**config.mk**
```make
export PLATFORM = sky130hd
export DESIGN_NAME = reliable_seq_channel_header_top
export DESIGN_NICKNAME = d
export VERILOG_FILES = /design/src/design/rsch_pkg.sv /design/src/design/reliable_seq_channel_header_top.sv
export SDC_FILE = /design/constraint.sdc
export NUM_CORES = 2
export LEC_CHECK = 0
export BUFFER_PORTS_ARGS = -buffer_cell sky130_fd_sc_hd__buf_2
export CORE_UTILIZATION = 60
export CTS_CLUSTER_DIAMETER = 40
export DETAILED_ROUTE_END_ITERATION = 10
export PLACE_DENSITY = 0.79
export SYNTH_ARGS = -nofsm -noshare
export SYNTH_HDL_FRONTEND = slang
export SYNTH_SLANG_ARGS = --single-unit
```
**constraint.sdc**
```tcl
create_clock -name clock -period 18.99 [get_ports clock]
set_clock_uncertainty 0.2 [all_clocks]
set_input_delay 3.798 -clock clock [delete_from_list [all_inputs] [get_ports clock]]
set_output_delay 3.798 -clock clock [all_outputs]
set_load 0.02 [all_outputs]
```
**src/design/rsch_pkg.sv**
```systemverilog
// Package: types and constants of the reliable sequencing channel header block.
`timescale 1ns / 1ps
package rsch_pkg;

   localparam int MAX_PAYLOAD = 8192;
   localparam int HDR_BYTES   = 8;
   localparam int PORT_BYTES  = 2;
   localparam int MAX_SIZE    = MAX_PAYLOAD + HDR_BYTES;

   localparam int SEQ_W   = 31;
   localparam int WORD_W  = 32;
   localparam int LEN_W   = 14;
   localparam int BYTES_W = 15;
   // Wide enough to hold MAX_SIZE for any payload limit up to 64 KiB
   localparam int SIZE_W  = 17;
   localparam int FRAC_W  = 16;
   // Choke product: a full word above the dropped fraction bits
   localparam int PROD_W  = FRAC_W + WORD_W;

   localparam int CSR_IDX_W = 2;
   localparam logic [CSR_IDX_W-1:0] CSR_RATE        = 2'd0;
   localparam logic [CSR_IDX_W-1:0] CSR_IS_CLIENT   = 2'd1;
   localparam logic [CSR_IDX_W-1:0] CSR_CLIENT_PORT = 2'd2;

   localparam logic [WORD_W-1:0] RATE_RESET = 32'd26214;

   typedef enum logic {
      CMD_TRANSMIT = 1'b0,
      CMD_RECEIVE  = 1'b1
   } cmd_type;

   typedef struct packed {
      cmd_type           cmd;
      logic [WORD_W-1:0] now_ms;
      logic [LEN_W-1:0]  pending_length;
      logic              pending_overflowed;
      logic [LEN_W-1:0]  unreliable_length;
      logic [WORD_W-1:0] rx_seq_word;
      logic [WORD_W-1:0] rx_ack_word;
   } request_type;

   typedef struct packed {
      logic [WORD_W-1:0]  hdr_word_one;
      logic [WORD_W-1:0]  hdr_word_two;
      logic               packet_sent;
      logic               reliable_included;
      logic               pending_taken;
      logic               unreliable_included;
      logic [BYTES_W-1:0] packet_bytes;
      logic               channel_drop;
      logic               rx_accepted;
      logic               can_packet;
      logic               can_reliable;
   } result_type;

endpackage

```
**src/design/reliable_seq_channel_header_top.sv**
```systemverilog
// Top level: reliable sequencing core of a datagram channel header path.
// Structure: an accepted item is held in the input register, and its result
// is registered in the result register that drives the rsp_ port.
// Throughput: one item per cycle unless the consumer stalls; the whole transmit
// or receive step, with its single 15x32 choke multiply, fits between the registers.
// Reset (synchronous, active high) clears all sequence state, the choke
// time and both valid flags, and returns the rate to 0.4 ms/byte in Q16.
`timescale 1ns / 1ps
module reliable_seq_channel_header_top (
   input  logic                                clock,
   input  logic                                reset,
   // request channel
   input  logic                                req_valid,
   output logic                                req_ready,
   input  logic                                req_cmd,
   input  logic [rsch_pkg::WORD_W-1:0]         req_now_ms,
   input  logic [rsch_pkg::LEN_W-1:0]          req_pending_length,
   input  logic                                req_pending_overflowed,
   input  logic [rsch_pkg::LEN_W-1:0]          req_unreliable_length,
   input  logic [rsch_pkg::WORD_W-1:0]         req_rx_seq_word,
   input  logic [rsch_pkg::WORD_W-1:0]         req_rx_ack_word,
   // result channel
   output logic                                rsp_valid,
   input  logic                                rsp_ready,
   output logic [rsch_pkg::WORD_W-1:0]         rsp_hdr_word_one,
   output logic [rsch_pkg::WORD_W-1:0]         rsp_hdr_word_two,
   output logic                                rsp_packet_sent,
   output logic                                rsp_reliable_included,
   output logic                                rsp_pending_taken,
   output logic                                rsp_unreliable_included,
   output logic [rsch_pkg::BYTES_W-1:0]        rsp_packet_bytes,
   output logic                                rsp_channel_drop,
   output logic                                rsp_rx_accepted,
   output logic                                rsp_can_packet,
   output logic                                rsp_can_reliable,
   // configuration write port
   input  logic                                csr_we,
   input  logic [rsch_pkg::CSR_IDX_W-1:0]      csr_index,
   input  logic [rsch_pkg::WORD_W-1:0]         csr_wdata
);
   import rsch_pkg::*;

   // configuration
   logic [WORD_W-1:0]  rate_ff;
   logic               is_client_ff;

   // channel state
   logic [SEQ_W-1:0]   out_seq_ff,      out_seq_in;
   logic [SEQ_W-1:0]   in_seq_ff,       in_seq_in;
   logic [SEQ_W-1:0]   in_ack_ff,       in_ack_in;
   logic               in_rel_acked_ff, in_rel_acked_in;
   logic               in_rel_bit_ff,   in_rel_bit_in;
   logic               out_rel_bit_ff,  out_rel_bit_in;
   logic [SEQ_W-1:0]   last_rel_seq_ff, last_rel_seq_in;
   logic [LEN_W-1:0]   rel_bytes_ff,    rel_bytes_in;
   logic [WORD_W-1:0]  choke_ff,        choke_in;

   // input register and result register
   logic               stage_valid_ff;
   request_type        stage_ff;
   logic               rsp_valid_ff;
   result_type         rsp_ff;
   result_type         result_in;

   logic               advance;
   logic               req_fire;

   // The input register moves on whenever the result register is free or
   // being emptied this cycle; a stalled result never blocks a held item
   // from staying put, and a new item enters once the stage frees up.
   assign advance   = stage_valid_ff && (!rsp_valid_ff || rsp_ready);
   assign req_ready = !stage_valid_ff || advance;
   assign req_fire  = req_valid && req_ready;

   // Configuration writes; the client port id affects only header length,
   // which is_client already covers, so its value is not kept.
   always_ff @(posedge clock) begin
      if (reset) begin
         rate_ff      <= RATE_RESET;
         is_client_ff <= 1'b0;
      end else if (csr_we) begin
         case (csr_index)
            CSR_RATE:        rate_ff      <= csr_wdata;
            CSR_IS_CLIENT:   is_client_ff <= csr_wdata[0];
            CSR_CLIENT_PORT: ;
            default:         ;
         endcase
      end
   end

   // Capture an item into the input register.
   always_ff @(posedge clock) begin
      if (reset) begin
         stage_valid_ff <= 1'b0;
      end else if (req_ready) begin
         stage_valid_ff <= req_valid;
      end
   end

   always_ff @(posedge clock) begin
      if (req_fire) begin
         stage_ff.cmd                <= cmd_type'(req_cmd);
         stage_ff.now_ms             <= req_now_ms;
         stage_ff.pending_length     <= req_pending_length;
         stage_ff.pending_overflowed <= req_pending_overflowed;
         stage_ff.unreliable_length  <= req_unreliable_length;
         stage_ff.rx_seq_word        <= req_rx_seq_word;
         stage_ff.rx_ack_word        <= req_rx_ack_word;
      end
   end

   // One pass over the held item: next state and the result item.
   always_comb begin
      logic               send_rel;
      logic               taken;
      logic               uinc;
      logic [SIZE_W-1:0]  size;
      logic [SIZE_W-1:0]  room;
      logic [BYTES_W-1:0] bytes;
      logic [PROD_W-1:0]  prod;
      logic [WORD_W-1:0]  delta;
      logic [SEQ_W-1:0]   rx_seq;

      out_seq_in      = out_seq_ff;
      in_seq_in       = in_seq_ff;
      in_ack_in       = in_ack_ff;
      in_rel_acked_in = in_rel_acked_ff;
      in_rel_bit_in   = in_rel_bit_ff;
      out_rel_bit_in  = out_rel_bit_ff;
      last_rel_seq_in = last_rel_seq_ff;
      rel_bytes_in    = rel_bytes_ff;
      choke_in        = choke_ff;
      result_in       = '0;

      send_rel = 1'b0;
      taken    = 1'b0;
      uinc     = 1'b0;
      size     = '0;
      room     = '0;
      bytes    = '0;
      prod     = '0;
      delta    = '0;
      rx_seq   = stage_ff.rx_seq_word[SEQ_W-1:0];

      if (stage_ff.cmd == CMD_TRANSMIT) begin
         if (stage_ff.pending_overflowed) begin
            // Fatal overflow: send nothing, leave the state alone
            result_in.channel_drop = 1'b1;
         end else begin
            // Resend while the peer acknowledged past our last reliable
            // packet without flipping its acked bit to ours.
            send_rel = (in_ack_ff > last_rel_seq_ff) &&
                       (in_rel_acked_ff != out_rel_bit_ff);
            // Take over the pending message when the buffer is empty
            if (rel_bytes_ff == '0 && stage_ff.pending_length != '0) begin
               rel_bytes_in   = stage_ff.pending_length;
               out_rel_bit_in = !out_rel_bit_ff;
               send_rel       = 1'b1;
               taken          = 1'b1;
            end

            result_in.hdr_word_one = {send_rel, out_seq_ff};
            result_in.hdr_word_two = {in_rel_bit_ff, in_seq_ff};
            out_seq_in = out_seq_ff + SEQ_W'(1);

            size = is_client_ff ? SIZE_W'(HDR_BYTES + PORT_BYTES) : SIZE_W'(HDR_BYTES);
            if (send_rel) begin
               size            = size + SIZE_W'(rel_bytes_in);
               last_rel_seq_in = out_seq_in;
            end
            room = SIZE_W'(MAX_SIZE) - size;
            if (size <= SIZE_W'(MAX_SIZE) && room >= SIZE_W'(stage_ff.unreliable_length)) begin
               size = size + SIZE_W'(stage_ff.unreliable_length);
               uinc = 1'b1;
            end
            bytes = size[BYTES_W-1:0];

            // Choke advance: bytes times Q16 rate, fraction dropped
            prod  = PROD_W'(bytes) * PROD_W'(rate_ff);
            delta = prod[FRAC_W +: WORD_W];
            if (choke_ff < stage_ff.now_ms) begin
               choke_in = stage_ff.now_ms + delta;
            end else begin
               choke_in = choke_ff + delta;
            end

            result_in.packet_sent         = 1'b1;
            result_in.reliable_included   = send_rel;
            result_in.pending_taken       = taken;
            result_in.unreliable_included = uinc;
            result_in.packet_bytes        = bytes;
         end
      end else begin
         // Drop stale or repeated sequence numbers
         if (rx_seq > in_seq_ff) begin
            if (stage_ff.rx_ack_word[WORD_W-1] == out_rel_bit_ff) begin
               rel_bytes_in = '0;
            end
            in_seq_in       = rx_seq;
            in_ack_in       = stage_ff.rx_ack_word[SEQ_W-1:0];
            in_rel_acked_in = stage_ff.rx_ack_word[WORD_W-1];
            if (stage_ff.rx_seq_word[WORD_W-1]) begin
               in_rel_bit_in = !in_rel_bit_ff;
            end
            result_in.rx_accepted = 1'b1;
         end
      end

      // Bandwidth status seen after this item
      result_in.can_packet   = choke_in < stage_ff.now_ms;
      result_in.can_reliable = (rel_bytes_in == '0) && result_in.can_packet;
   end

   // Commit state when the held item moves to the result register.
   always_ff @(posedge clock) begin
      if (reset) begin
         out_seq_ff      <= '0;
         in_seq_ff       <= '0;
         in_ack_ff       <= '0;
         in_rel_acked_ff <= 1'b0;
         in_rel_bit_ff   <= 1'b0;
         out_rel_bit_ff  <= 1'b0;
         last_rel_seq_ff <= '0;
         rel_bytes_ff    <= '0;
         choke_ff        <= '0;
      end else if (advance) begin
         out_seq_ff      <= out_seq_in;
         in_seq_ff       <= in_seq_in;
         in_ack_ff       <= in_ack_in;
         in_rel_acked_ff <= in_rel_acked_in;
         in_rel_bit_ff   <= in_rel_bit_in;
         out_rel_bit_ff  <= out_rel_bit_in;
         last_rel_seq_ff <= last_rel_seq_in;
         rel_bytes_ff    <= rel_bytes_in;
         choke_ff        <= choke_in;
      end
   end

   // Result register: hold while the consumer stalls.
   always_ff @(posedge clock) begin
      if (reset) begin
         rsp_valid_ff <= 1'b0;
      end else if (advance) begin
         rsp_valid_ff <= 1'b1;
      end else if (rsp_ready) begin
         rsp_valid_ff <= 1'b0;
      end
   end

   always_ff @(posedge clock) begin
      if (advance) begin
         rsp_ff <= result_in;
      end
   end

   assign rsp_valid               = rsp_valid_ff;
   assign rsp_hdr_word_one        = rsp_ff.hdr_word_one;
   assign rsp_hdr_word_two        = rsp_ff.hdr_word_two;
   assign rsp_packet_sent         = rsp_ff.packet_sent;
   assign rsp_reliable_included   = rsp_ff.reliable_included;
   assign rsp_pending_taken       = rsp_ff.pending_taken;
   assign rsp_unreliable_included = rsp_ff.unreliable_included;
   assign rsp_packet_bytes        = rsp_ff.packet_bytes;
   assign rsp_channel_drop        = rsp_ff.channel_drop;
   assign rsp_rx_accepted         = rsp_ff.rx_accepted;
   assign rsp_can_packet          = rsp_ff.can_packet;
   assign rsp_can_reliable        = rsp_ff.can_reliable;

endmodule

```
======== After elaboration in Yosys (flattened, before gate mapping) ========
Index checks and enable logic that the tools add are counted.
cells by class
  $mul .................................... 1
  bitwise gates (word level) .............. 2
  reduce and logical (&&, ||, !) cells .... 25
  mux-type cells .......................... 27
  equal/unequal tests ..................... 3
  add/sub/neg operators ................... 6
  $lt $le $gt $ge ......................... 6
operator list
  kind                                                                     number
  14-bit two-way mux                                                       7
  32-bit two-way mux                                                       3
  32-bit by 31-bit adder with 32-bit output                                2
  32-bit < comparator                                                      2
  31-bit greater-than comparator                                           2
  15-bit two-way mux                                                       4
  15-bit by 32-bit multiplier with 47-bit output                           1
  17-bit two-way mux                                                       2
  31-bit by 1-bit adder with 31-bit output, second input constant          1
  14-bit logical NOT                                                       2
  19-bit two-way mux                                                       1
  17-bit by 14-bit >= comparator with 1-bit output                         1
  17-bit by 14-bit <= comparator with 1-bit output, second input constant  1
  14-bit by 17-bit subtractor with 17-bit output, first input constant     1
  15-bit by 14-bit adder with 15-bit output                                1
  4-bit by 14-bit adder with 15-bit output                                 1
  14-bit nonzero test                                                      1
  4-bit AND reduction                                                      3
  1-bit two-way mux                                                        9
  1-bit logical AND                                                        6
  3-bit AND reduction                                                      2
  1-bit logical NOT                                                        4
  2-bit AND reduction                                                      2
  2-bit by 1-bit equality test with 1-bit output, second input constant    1
  other kinds (8)                                                          10
storage, ports and cells
  input port bits ......................... 165
  flip-flop bits (word level) ............. 421
  output and inout bits ................... 89

======== Depth between registers and ports, before layout ========
  depth after elaboration ................. 22
  mapped depth ............................ 79
  gate-level depth less buffers ........... 75

======== Worst setup path after synthesis ========
OpenSTA, ideal clock, no wires.
  path type ............................... register to register
  from .................................... register last_rel_seq_ff[16]
  to ...................................... register rsp_ff (netlist bit rsp_can_reliable) (data pin)
  data arrival time ....................... 14,866 ps
  stages on the path, launching flop included .. 69
  slack ................................... 3,670 ps
  buffers on the path ..................... 3
  library setup time ...................... 254 ps
  clock period less this slack ............ 15,320 ps
  cells stage by stage .................... dfxtp_1 > inv_1 > ha_1 > a21o_1 > a221o_1 > a21oi_1 > nand3_1 > o31ai_1 > or2_2 > ha_1 > inv_1 > o22ai_1 > o21ai_0 > nor3_1 > xnor2_1 > ha_1 > nand2_1 > a21oi_1 > (+33 left out) > o31ai_1 > o211ai_1 > a31oi_1 > a21o_1 > a21o_1 > a2111o_1 > a31oi_1 > o21bai_1 > a21oi_1 > a21oi_1 > nor2_1 > a211oi_1 > ha_1 > nand4_1 > or2_2 > nor3_1 > a21oi_1 > o21a_1
RTL lines
  what                    line                                    RTL
  start, declared         reliable_seq_channel_header_top.sv:54   logic [SEQ_W-1:0] last_rel_seq_ff, last_rel_seq_in;
  start signal, assigned  reliable_seq_channel_header_top.sv:233  last_rel_seq_ff <= last_rel_seq_in;
  end signal, assigned    reliable_seq_channel_header_top.sv:252  rsp_ff <= result_in;
  end, declared           reliable_seq_channel_header_top.sv:62   result_type rsp_ff;

==> impl_table.tex <==
\begin{tabular}{lr}
\hline
Metric & Value \\
\hline
\multicolumn{2}{l}{\textbf{Synthesis}} \\
\quad Post-synthesis instance total & around 3,800 \\
\quad Netlist cell types & 78 \\
\quad Synthesis-stage register bit count & between 400 and 500 \\
\quad FFs w/ async S/R, synth & 0 \\
\quad Synthesized Nets & between 4,000 and 5,000 \\
\quad Avg Synthesized Cell Area & 9.48 µm² \\
\quad Register area share after synthesis & 0.294 \\
\quad Warning count from the yosys run & 0 \\
\quad Count of flip-flops with a built-in enable after synthesis & 212 \\
\quad Most instantiated flip-flop cell in the synthesis netlist & sky130\_fd\_sc\_hd\_\_edfxtp\_1 \\
\quad Netlist area before placement & roughly 36,000 µm² \\
\multicolumn{2}{l}{\textbf{Setup path}} \\
\quad Required time at the worst-slack endpoint & $\sim$19 ns \\
\quad CP Buf/Inv Count & 3 \\
\quad Critical Path Max Stage Delay & 0.65 ns \\
\quad Critical path capture point type & flop \\
\quad Highest net fanout along the worst path & 33 \\
\quad Family with the most delay on the worst path & compound AO/OA/AOI/OAI gates \\
\quad Worst reg2reg setup slack & roughly 1.4 ns \\
\quad Path depth of the worst reg2reg path & between 60 and 70 \\
\quad Terminus of the critical flop-to-flop path & rsp\_can\_reliable \\
\quad Cell mode on critical path & sky130\_fd\_sc\_hd\_\_fa\_1 \\
\quad Launching instance or port of the critical path & rel\_bytes\_ff[3] \\
\quad Reg2Reg Launch Point & rel\_bytes\_ff[3] \\
\quad Termination of the worst setup path & rsp\_can\_reliable \\
\quad Path type of the worst setup path & flop to flop \\
\quad Worst Path Arrival & between 15 and 20 ns \\
\quad Slowest stage cell, crit path & sky130\_fd\_sc\_hd\_\_and4\_1 \\
\quad Startpoint types & flop \\
\quad Cell depth of the worst setup path & 63 \\
\multicolumn{2}{l}{\textbf{CTS}} \\
\quad Resized Gates After CTS & 0 \\
\quad Setup Fix Bufs, Post-CTS & 0 \\
\quad Number of buffers inserted by hold repair at cts & 0 \\
\quad Latest clock arrival within the worst-skew pair & about 0.62 ns \\
\quad Sinks on Clock Net & 420 \\
\quad Clock-pin slew of the registers on the worst-case setup and hold paths & 0.06 ns \\
\quad Count of H-tree levels built during CTS & 2 \\
\quad Clock tree from TritonCTS & done \\
\quad Clock buffer depth & 3 \\
\quad Number of CTS-inserted buffers & 59 \\
\quad Root buffer cell & sky130\_fd\_sc\_hd\_\_clkbuf\_16 \\
\multicolumn{2}{l}{\textbf{Detailed routing}} \\
\quad Drt drc & 0 \\
\quad Detailed-route vias per instance & 5.66 \\
\quad Routed length per placed instance & 18.4 µm \\
\quad DR vias & between 20,000 and 30,000 \\
\quad Final wirelength & roughly 88,000 µm \\
\quad Drt initial violations & around 2,100 \\
\quad Remaining antenna violation count & 0 \\
\quad DR pass1 iterations & 6 \\
\multicolumn{2}{l}{\textbf{STA}} \\
\quad Setup violation total in the final timing report & 0 \\
\quad Final number of max-transition violations & 0 \\
\quad Maximum frequency from static timing analysis & $\sim$57 MHz \\
\quad Slew of the pin with the lowest slew margin & $\sim$1.2 ns \\
\quad Number of hold violations in the final report & 0 \\
\quad RSZ-0062 raised after global routing & no \\
\quad Min cycle time layout & between 15 and 20 ns \\
\quad Sum of negative setup slack & 0 ns \\
\quad Max-slew headroom at the worst pin & 0.200 \\
\quad Part of the cycle the worst path needs & 0.924 \\
\multicolumn{2}{l}{\textbf{Die}} \\
\quad \# rows & slightly below 90 \\
\quad Full die area & between 60,000 and 70,000 µm² \\
\quad Height of the die & 246 µm \\
\quad Initial cell density of the core & 0.607 \\
\quad Ports & between 200 and 300 \\
\quad Placeable core region & 59,000 µm² \\
\quad Horizontal extent of the die & between 200 and 250 µm \\
\multicolumn{2}{l}{\textbf{Job}} \\
\quad Max Cap Viol & 0 \\
\multicolumn{2}{l}{\textbf{Cells and area}} \\
\quad Net count reported at finish & $\sim$4,800 \\
\quad Area added between synthesis and finish & 10.8\% \\
\quad Top library cells by usage in the layout, fill and taps aside & 540 x sky130\_fd\_sc\_hd\_\_nand2\_1, 480 x sky130\_fd\_sc\_hd\_\_inv\_1, 389 x sky130\_fd\_sc\_hd\_\_fa\_1, 295 x sky130\_fd\_sc\_hd\_\_ha\_1, 291 x sky130\_fd\_sc\_hd\_\_and2\_1 \\
\quad Proportion of layout cells with a drive suffix above 1 & 0.107 \\
\quad Most common cell after layout, fill and taps aside & sky130\_fd\_sc\_hd\_\_nand2\_1 \\
\multicolumn{2}{l}{\textbf{Place}} \\
\quad DPL Wire Length & about 64,000 µm \\
\quad Routability-driven placement congestion ratio & 0.905 \\
\quad Port Buf Inserts & roughly 250 \\
\multicolumn{2}{l}{\textbf{Min path}} \\
\quad Worst Hold Class & flop to flop \\
\quad Cell depth of the worst min-delay path & 2 \\
\multicolumn{2}{l}{\textbf{Global route}} \\
\quad Global Route Usage Sum & 0.300 \\
\quad Maximum number of pins on one net before global-route repair & 96 \\
\quad Antenna violations before repair & 7 \\
\quad Global-route wire length before repair & around 140,000 µm \\
\quad Overflow left after global routing & 0 \\
\quad Number of global-route vias before repair & around 28,000 \\
\multicolumn{2}{l}{\textbf{Status}} \\
\quad Run status & finished clean \\
\hline
\end{tabular}
through the flow:
stage | setup WS [ns] | cells | hold WS, ns | utilization | instance area (µm²)
after floorplan | 3.67 | 3776 | 0.253 | - | 35800
after global placement | 1.84 | 4655 | 0.259 | 0.637 | 37600
after detailed placement | 1.39 | 4655 | 0.276 | 0.637 | 37600
after CTS | 1.19 | 4766 | 0.285 | 0.672 | 39700
after global routing | 0.0857 | 4770 | 0.319 | 0.672 | 39700
final | 1.44 | 4771 | 0.281 | 0.672 | 39700
cell families (layout without fill, tap and decap cells):
logic type | after synthesis | in the layout | synth area share
other | 0 | 5 | 0
buffers and inverters | 645 | 862 | 0.0681
AND/OR/NAND/NOR | 1335 | 1335 | 0.179
flip-flops | 420 | 420 | 0.294
multiplexers | 83 | 83 | 0.0238
XOR/XNOR | 139 | 139 | 0.0340
adder cells (fa/ha/maj) | 684 | 684 | 0.321
AO/OA/AOI/OAI | 470 | 470 | 0.0805
sequential cells by signal, indices dropped and copies added (netlist names), 14 cells and up:
| signal | flops |
|---|---|
| stage_ff | 126 |
| choke_ff | 32 |
| rate_ff | 32 |
| rsp_hdr_word_one | 32 |
| rsp_hdr_word_two | 32 |
| in_ack_ff | 31 |
| in_seq_ff | 31 |
| last_rel_seq_ff | 31 |
| out_seq_ff | 31 |
| rsp_packet_bytes | 15 |
| rel_bytes_ff | 14 |
worst min path at each step:
stage	from	end	slack, ns
global placement	stage_ff[18]	in_ack_ff[18]	0.26
finish	choke_ff[0]	choke_ff[0]	0.28
detailed placement	stage_ff[4]	in_ack_ff[4]	0.28
global route	choke_ff[5]	choke_ff[5]	0.32
CTS	choke_ff[0]	choke_ff[0]	0.28
floorplan	stage_ff[0]	in_ack_ff[0]	0.25
layout make-up:
| class | instances | area, µm² |
|---|---|---|
| inverters | 482 | 1810 |
| diodes | 5 | 12.5 |
| repair buffers | 269 | 1390 |
| clock buffers | 70 | 1580 |
| well taps | 773 | 967 |
| clock inverters | 41 | 473 |
| flip-flops and latches | 420 | 10500 |
| fillers | 4588 | 19300 |
| multi-input cells | 2711 | 22900 |
worst min-delay path: cells and delay by family, from the launching register on:
family | cells | cell delay [ns]
AOI/OAI and AO/OA | 1 | 0.05
and+or+nand+nor | 1 | 0.06
DFF | 1 | 0.32
cell usage after synthesis, types with 12 or more instances:
master / count / area share
sky130_fd_sc_hd__nand2_1: 542 / 0.057
sky130_fd_sc_hd__inv_1: 482 / 0.051
sky130_fd_sc_hd__fa_1: 389 / 0.22
sky130_fd_sc_hd__ha_1: 295 / 0.10
sky130_fd_sc_hd__and2_1: 292 / 0.051
sky130_fd_sc_hd__nor2_1: 250 / 0.026
sky130_fd_sc_hd__edfxtp_1: 212 / 0.18
sky130_fd_sc_hd__dfxtp_1: 208 / 0.12
sky130_fd_sc_hd__a21oi_1: 176 / 0.025
sky130_fd_sc_hd__clkbuf_1: 157 / 0.016
sky130_fd_sc_hd__o21ai_0: 106 / 0.015
sky130_fd_sc_hd__xnor2_1: 80 / 0.020
sky130_fd_sc_hd__mux2i_1: 68 / 0.019
sky130_fd_sc_hd__xor2_1: 59 / 0.014
sky130_fd_sc_hd__a211oi_1: 45 / 0.0094
sky130_fd_sc_hd__a21o_1: 45 / 0.0094
sky130_fd_sc_hd__nor3_1: 36 / 0.0050
sky130_fd_sc_hd__nand3_1: 33 / 0.0046
sky130_fd_sc_hd__and3_1: 31 / 0.0054
sky130_fd_sc_hd__nor2b_1: 31 / 0.0054
sky130_fd_sc_hd__nand4_1: 23 / 0.0040
sky130_fd_sc_hd__nand2b_1: 20 / 0.0035
sky130_fd_sc_hd__o21bai_1: 19 / 0.0040
sky130_fd_sc_hd__or3_1: 18 / 0.0031
sky130_fd_sc_hd__o21a_1: 17 / 0.0036
sky130_fd_sc_hd__mux2_2: 13 / 0.0041
sky130_fd_sc_hd__a31oi_1: 12 / 0.0021
layer usage:
layer  up-vias  part of all wire  GRT usage  routed length [µm]
li1      12596                 -          -                   -
met1     13125              0.42      0.406               36700
met2      1090              0.48      0.494               41900
met3       171             0.079     0.0523                6910
met4         4             0.027     0.0873                2400
met5         -           0.00031          0                  27
Power is not shown: default switching activity piles up to over one toggle a cycle in this logic, so the estimate is an artifact.
